===== src/rtl/bis_pkg.sv =====
// ----------------------------------------------------------------------------
// bis_pkg
// Shared types, constants and the lane blend for the bilinear image scaler.
// ----------------------------------------------------------------------------
package bis_pkg;

    localparam int FRAC_BITS  = 16;
    localparam int LANE_BITS  = 8;
    localparam int LANES      = 4;
    localparam int PIX_W      = LANE_BITS * LANES;
    localparam int IDX_W      = 12;
    localparam int STEP_W     = 24;
    localparam int SIZE_W     = 9;
    localparam int POS_W      = IDX_W + STEP_W;
    localparam int LIM_W      = 13;
    localparam int CFG_IDX_W  = 2;

    typedef logic [FRAC_BITS:0] frac_t;

    localparam frac_t ONE_FIXED = frac_t'(1) << FRAC_BITS;

    typedef enum logic
    {
        FUNC_LOAD   = 1'b0,
        FUNC_SAMPLE = 1'b1
    } func_t;

    typedef enum logic [CFG_IDX_W-1:0]
    {
        REG_SRC_WIDTH  = 2'd0,
        REG_SRC_HEIGHT = 2'd1,
        REG_X_STEP     = 2'd2,
        REG_Y_STEP     = 2'd3
    } cfg_reg_t;

    typedef struct packed
    {
        func_t             func;
        logic              in_range;
        logic [IDX_W-1:0]  ix;
        logic [IDX_W-1:0]  iy;
        frac_t             fx;
        frac_t             fy;
    } pos_t;

    function automatic logic [LANE_BITS-1:0] blend_lane
    (
        input logic [LANE_BITS-1:0] a,
        input logic [LANE_BITS-1:0] b,
        input frac_t                f
    );
        logic [FRAC_BITS+LANE_BITS:0] s;
        s = (FRAC_BITS+LANE_BITS+1)'(a) * (FRAC_BITS+LANE_BITS+1)'(ONE_FIXED - f)
          + (FRAC_BITS+LANE_BITS+1)'(b) * (FRAC_BITS+LANE_BITS+1)'(f);
        return s[FRAC_BITS+LANE_BITS-1:FRAC_BITS];
    endfunction

endpackage


===== src/rtl/bis_map.sv =====
// ----------------------------------------------------------------------------
// bis_map
// Position mapping: a sample's destination coordinate is scaled by the step, then split
// into a clamped source index and a saturated 16-bit fraction; a load's coordinate is the index.
// ----------------------------------------------------------------------------
module bis_map
    import bis_pkg::*;
#(
    parameter int MAX_SRC_WIDTH  = 256,
    parameter int MAX_SRC_HEIGHT = 256
)
(
    input  logic              clk,
    input  logic              rst_n,
    input  logic              en,
    input  logic              in_valid,
    input  func_t             func,
    input  logic [IDX_W-1:0]  col,
    input  logic [IDX_W-1:0]  row,
    input  logic [PIX_W-1:0]  load_pixel,
    input  logic [STEP_W-1:0] x_step,
    input  logic [STEP_W-1:0] y_step,
    input  logic [LIM_W-1:0]  lim_x,
    input  logic [LIM_W-1:0]  lim_y,
    output logic              s1_valid,
    output pos_t              s1_pos,
    output logic [PIX_W-1:0]  s1_pixel
);

    localparam int IP_W = POS_W - FRAC_BITS;

    logic              v0_reg;
    func_t             func0_reg;
    logic [IDX_W-1:0]  col0_reg;
    logic [IDX_W-1:0]  row0_reg;
    logic [POS_W-1:0]  xt0_reg;
    logic [POS_W-1:0]  yt0_reg;
    logic [PIX_W-1:0]  pix0_reg;

    logic              v1_reg;
    pos_t              pos1_reg;
    pos_t              pos1_next;
    logic [PIX_W-1:0]  pix1_reg;

    logic [IP_W-1:0]   ipx;
    logic [IP_W-1:0]   ipy;
    logic              clamp_x;
    logic              clamp_y;

    always_ff @(posedge clk or negedge rst_n)
    begin
        if (!rst_n)
        begin
            v0_reg <= 1'b0;
            v1_reg <= 1'b0;
        end
        else if (en)
        begin
            v0_reg <= in_valid;
            v1_reg <= v0_reg;
        end
    end

    always_ff @(posedge clk)
    begin
        if (en)
        begin
            func0_reg <= func;
            col0_reg  <= col;
            row0_reg  <= row;
            xt0_reg   <= POS_W'(col) * POS_W'(x_step);
            yt0_reg   <= POS_W'(row) * POS_W'(y_step);
            pix0_reg  <= load_pixel;
            pos1_reg  <= pos1_next;
            pix1_reg  <= pix0_reg;
        end
    end

    always_comb
    begin
        ipx     = xt0_reg[POS_W-1:FRAC_BITS];
        ipy     = yt0_reg[POS_W-1:FRAC_BITS];
        clamp_x = ipx > IP_W'(lim_x);
        clamp_y = ipy > IP_W'(lim_y);

        pos1_next.func     = func0_reg;
        pos1_next.in_range = (LIM_W'(col0_reg) < LIM_W'(MAX_SRC_WIDTH))
                          && (LIM_W'(row0_reg) < LIM_W'(MAX_SRC_HEIGHT));
        if (func0_reg == FUNC_LOAD)
        begin
            pos1_next.ix = col0_reg;
            pos1_next.iy = row0_reg;
        end
        else
        begin
            pos1_next.ix = clamp_x ? lim_x[IDX_W-1:0] : ipx[IDX_W-1:0];
            pos1_next.iy = clamp_y ? lim_y[IDX_W-1:0] : ipy[IDX_W-1:0];
        end
        pos1_next.fx = clamp_x ? ONE_FIXED : {1'b0, xt0_reg[FRAC_BITS-1:0]};
        pos1_next.fy = clamp_y ? ONE_FIXED : {1'b0, yt0_reg[FRAC_BITS-1:0]};
    end

    assign s1_valid = v1_reg;
    assign s1_pos   = pos1_reg;
    assign s1_pixel = pix1_reg;

endmodule


===== config.mk =====
export PLATFORM = sky130hd
export DESIGN_NAME = bis_map
export DESIGN_NICKNAME = d
export VERILOG_FILES = /design/src/rtl/bis_pkg.sv /design/src/rtl/bis_map.sv
export SDC_FILE = /design/constraint.sdc
export NUM_CORES = 2
export LEC_CHECK = 0
export ABC_AREA = 1
export BUFFER_PORTS_ARGS = -buffer_cell sky130_fd_sc_hd__buf_2
export CAP_MARGIN = 20
export CORE_MARGIN = 2
export CORE_UTILIZATION = 49
export CTS_CLUSTER_SIZE = 16
export DETAILED_ROUTE_END_ITERATION = 10
export GPL_ROUTABILITY_DRIVEN = 0
export PLACE_DENSITY_LB_ADDON = 0.15
export REMOVE_ABC_BUFFERS = 1
export SLEW_MARGIN = 20
export SYNTH_ARGS = -nofsm -noshare
export SYNTH_HDL_FRONTEND = slang
export SYNTH_SLANG_ARGS = --single-unit
export TNS_END_PERCENT = 1

===== constraint.sdc =====
create_clock -name clk -period 1.7 [get_ports clk]
set_input_delay 0.34 -clock clk [delete_from_list [all_inputs] [get_ports clk]]
set_output_delay 0.34 -clock clk [all_outputs]
set_load 0.05 [all_outputs]

Yosys cells after proc, flatten, opt, wreduce, memory -nomap -nowiden:

Index checks and enable logic that the tools add are counted.
W data, S select, Z words.

* register bits after elaboration: 223
* output and inout port bits: 93

* $mul: 2
* $lt $le $gt $ge: 4
* muxes and demuxes: 5
* reduce and logical (&&, ||, !) cells: 1

Operator list (count)
* $mul A12 B24 Y36: 2
* $gt A20 B13 Y1: 2
* $mux W17: 2
* $lt A12 B9 Y1 const B: 2
* $mux W12: 2
* $mux W24: 1
* $logic_and A1 B1 Y1: 1

Depth between registers and ports, before layout:

* depth after elaboration: 3
* depth in mapped cells: 23
* mapped depth without buffers: 22

Worst setup path after synthesis:

Ideal clock, no wire load.

* kind: input to register
* start: in x_step[7]
* end: reg xt0_reg[35], data pin
* data arrival time: 4.401 ns
* required time: 1.448 ns
* path slack: -2.953 ns
* cell stages on the path: 20
* path buffers: 1
* cell sequence: clkbuf_1 -> nand2_1 -> fa_1 -> fa_1 -> fa_1 -> inv_1 -> fa_1 -> inv_1 -> fa_1 -> inv_1 -> ha_1 -> nand2_1 -> nor2_1 -> nand2_1 -> o211ai_1 -> nand2_1 -> nand2_1 -> nand2_1 -> nand3b_1 -> nand2_1

* longest elaborated chain between the ends: 1

Ends and longest elaborated chain
* start, declared: RTL line bis_map.sv:21 `input logic [STEP_W-1:0] x_step,`
* $mul A12 B24 Y36: RTL line bis_map.sv:71 `xt0_reg <= POS_W'(col) * POS_W'(x_step);`
* end signal, assigned: RTL line bis_map.sv:71
* end, declared: RTL line bis_map.sv:36 `logic [POS_W-1:0] xt0_reg;`

Every way passes these cells.
A chain may end at the register's enable or synchronous reset.

Worst setup path after layout:

* start: in row[6]
* end: reg yt0_reg[32], data pin

* longest elaborated chain between the ends: 1

Ends and longest elaborated chain
* start, declared: RTL line bis_map.sv:19 `input logic [IDX_W-1:0] row,`
* $mul A12 B24 Y36: RTL line bis_map.sv:72 `yt0_reg <= POS_W'(row) * POS_W'(y_step);`
* end signal, assigned: RTL line bis_map.sv:72
* end, declared: RTL line bis_map.sv:37 `logic [POS_W-1:0] yt0_reg;`

Every way passes these cells.

==> out/qor.txt <==
total CTS buffers: 25
Ports: 228
Final Setup Violations: 124
number of global-route vias before repair: 23700
reg2reg start: xt0_reg[23]$_DFFE_PP_
Tightest Pin Transition: 656 ps
die footprint: 0.0573 sq mm
placed insts: 4311
Yosys warnings: 0
first-pass GRT wire length: 120 mm
worst path bufs/invs: 6
vias per cell: 5.12
synthesized area per cell: 8.60 sq um
pre-CTS WS: -3480 ps
Worst-Skew Late Latency: 540 ps
WP depth: 20
setup ws final: -2600 ps
Cell Count, Final, Fillers Out: 4420
Post-synth EDFFs: 221
crit-path cells: buf_8 > buf_4 > nand2_1 > inv_1 > fa_1 > fa_1 > inv_1 > fa_1 > inv_1 > fa_1 > fa_1 > ha_4 > nand2_2 > o21ai_2 > nand2_1 > o211ai_1 > nor2_1 > buf_4 > nand3_1 > nand2_1
final wirelength: 75.6 mm
post-synthesis sequential area ratio: 24.6%
Post-DRT Antenna Nets: 0
Slowest Stage Delay on Critical Path: 560 ps
min Tclk post-route: 4300 ps
most common cell after layout, fill and taps aside: nand2_1
setup_tns: -158430 ps
period utilisation layout: 253%
routed via count: 22600
worst rel slew slack: 55.9%
mapped cell area: 0.0271 sq mm
most frequent cells in the layout: nand2_1 (845), inv_1 (803), fa_1 (422), buf_4 (318), edfxtp_1 (221)
max cap viols: 0
1st-pass router iterations: 6
CP endpoint kind: flip-flop
outcome: finished, violations left
Layout area overhead: 30.5%
Final Hold Viols: 0
Main synth FF type: edfxtp_1
Final Slew Violations: 0
R2R depth: 11
worst hold slack: 34.7 ps
Chip Height: 239 um
# port buffers: 227
Max Used Layer: met5
CTS Sinks: 223
Crit. Startpoint: row[6]
grt total ovfl: 0
share of post-route cells with drive strength above 1: 26.4%
initial antenna violation count: 3
M1 WL: 33.4 mm
DRC errors left: 0
failing checks: negative setup slack
core outline area: 0.0549 sq mm
final net count: 4446
Worst setup SP type: input pin
number of filler cells placed in the layout: 4356
Synth async-reset ratio: 0.897%
Starting Density: 49.4%
row count: 86
met2 WL post-DR: 35.3 mm
placed wire-length estimate: 57.9 mm
number of synthesized register bits: 223
Worst Setup EP: yt0_reg[32]$_DFFE_PP_
met3 routed WL: 5.42 mm
Syn Inst Count: 3154
crit path max fanout: 16
Arr. time, crit path: 4600 ps
max reg flops: 60
TritonCTS clock tree: done
CP max-delay cell: fa_1
DIE WIDTH: 239 um
Netlist cell types: 39
Crit Path Class: in -> reg
RR Endpoint: s1_pos[56]$_DFFE_PP_
CTS clock-pin slew for the worst setup and hold paths: 70 ps
Max Freq: 233 MHz
H-tree depth: 1
RSZ-0062 raised after global routing: true
DR WL/cell: 17.1 um
R2R Setup Slk: -300 ps
WP data required: 2000 ps
largest net degree at the start of global routing: 40
gr usage total: 26.4%
most used cell, CP: fa_1
DRT iter0 DRCs: 1620
CTS max path bufs: 3
HP Class: in -> reg
Fin Clk Skew: 31.6 ps
Clock Tree Root: clkbuf_16
Top delay family on crit path: adder cells
[final cells by class]
cell class	count	area, sq um	share of cell area (%)
clock inverters	14	106	0.300
multi-input cells	1995	18800	53.0
repair buffers	625	5210	14.7
inverters	827	3120	8.80
clock buffers	30	644	1.82
flip-flops and latches	223	6690	18.9
well taps	704	881	2.49
diodes	2	5.00	0.0141
[worst min-delay path by stage]
stage | slack, ps | to | cells past startpoint | start
after global routing | 7 | pix0_reg[4]$_DFFE_PP_ | 1 | load_pixel[4]
final | 30 | pix0_reg[4]$_DFFE_PP_ | 1 | load_pixel[4]
after global placement | 120 | s1_valid$_DFFE_PN0P_ | 1 | rst_n
after floorplan | 40 | s1_valid$_DFFE_PN0P_ | 0 | rst_n
after CTS | 9 | pix0_reg[4]$_DFFE_PP_ | 1 | load_pixel[4]
after detailed placement | 130 | v0_reg$_DFFE_PN0P_ | 1 | rst_n
[synth_stat cells (2+ instances only)]
master | number | area share [%]
a21o_1 | 7 | 0.19
a21oi_1 | 87 | 1.6
and2_1 | 3 | 0.069
buf_2 | 2 | 0.037
buf_6 | 4 | 0.17
clkbuf_1 | 101 | 1.4
dfrtp_1 | 2 | 0.18
edfxtp_1 | 221 | 24
fa_1 | 440 | 32
ha_1 | 174 | 8.0
inv_1 | 824 | 11
inv_2 | 2 | 0.028
nand2_1 | 922 | 13
nand2_2 | 2 | 0.046
nand3_1 | 97 | 1.8
nand3_2 | 3 | 0.11
nand3b_1 | 4 | 0.11
nand4_1 | 5 | 0.12
nor2_1 | 121 | 1.7
nor2_2 | 12 | 0.28
nor3_1 | 9 | 0.17
nor4_1 | 8 | 0.18
o211ai_1 | 5 | 0.14
o21ai_0 | 41 | 0.76
o21ai_2 | 2 | 0.065
o21bai_1 | 7 | 0.19
xnor2_1 | 6 | 0.19
xor2_1 | 32 | 1.0
[per-stage QoR]
| stage | cell area, sq um | util, % |
|---|---|---|
| finish | 35400 | 64.5 |
| global route | 35400 | 64.5 |
| CTS | 34600 | 63.1 |
| detailed placement | 31500 | 57.5 |
| global placement | 31500 | 57.5 |
| floorplan | 26700 | - |
[routing by layer]
layer  up-vias  track usage [%]
met5         -                0
met1     11200             38.0
met3       117             2.66
met4         4             5.42
li1      10400                -
met2       865             43.6
[repair_timing]
item / CTS / global route
pin swaps: 116 / 75
cloned: 8 / 7
hold buffers: 33 / 0
buffers inserted: 9 / 6
resized for setup: 404 / 145
setup endpoints to repair: 124 / 124
hold endpoints to repair: 34 / 0
[logic make-up (layout without fill, tap and decap cells)]
| group | count (synthesis) | count (layout) | share of synthesized area [%] |
|---|---|---|---|
| compound gates | 152 | 152 | 3.03 |
| xor+xnor | 38 | 38 | 1.23 |
| fa+ha+maj | 614 | 614 | 40.5 |
| buf+inv | 936 | 1496 | 13.1 |
| other cells | 0 | 2 | 0 |
| flops | 223 | 223 | 24.6 |
| simple gates | 1191 | 1191 | 17.5 |
Power is left out: the tool's default activity adds up to more than one toggle a clock period on the data nets, which glitch-free logic cannot reach.
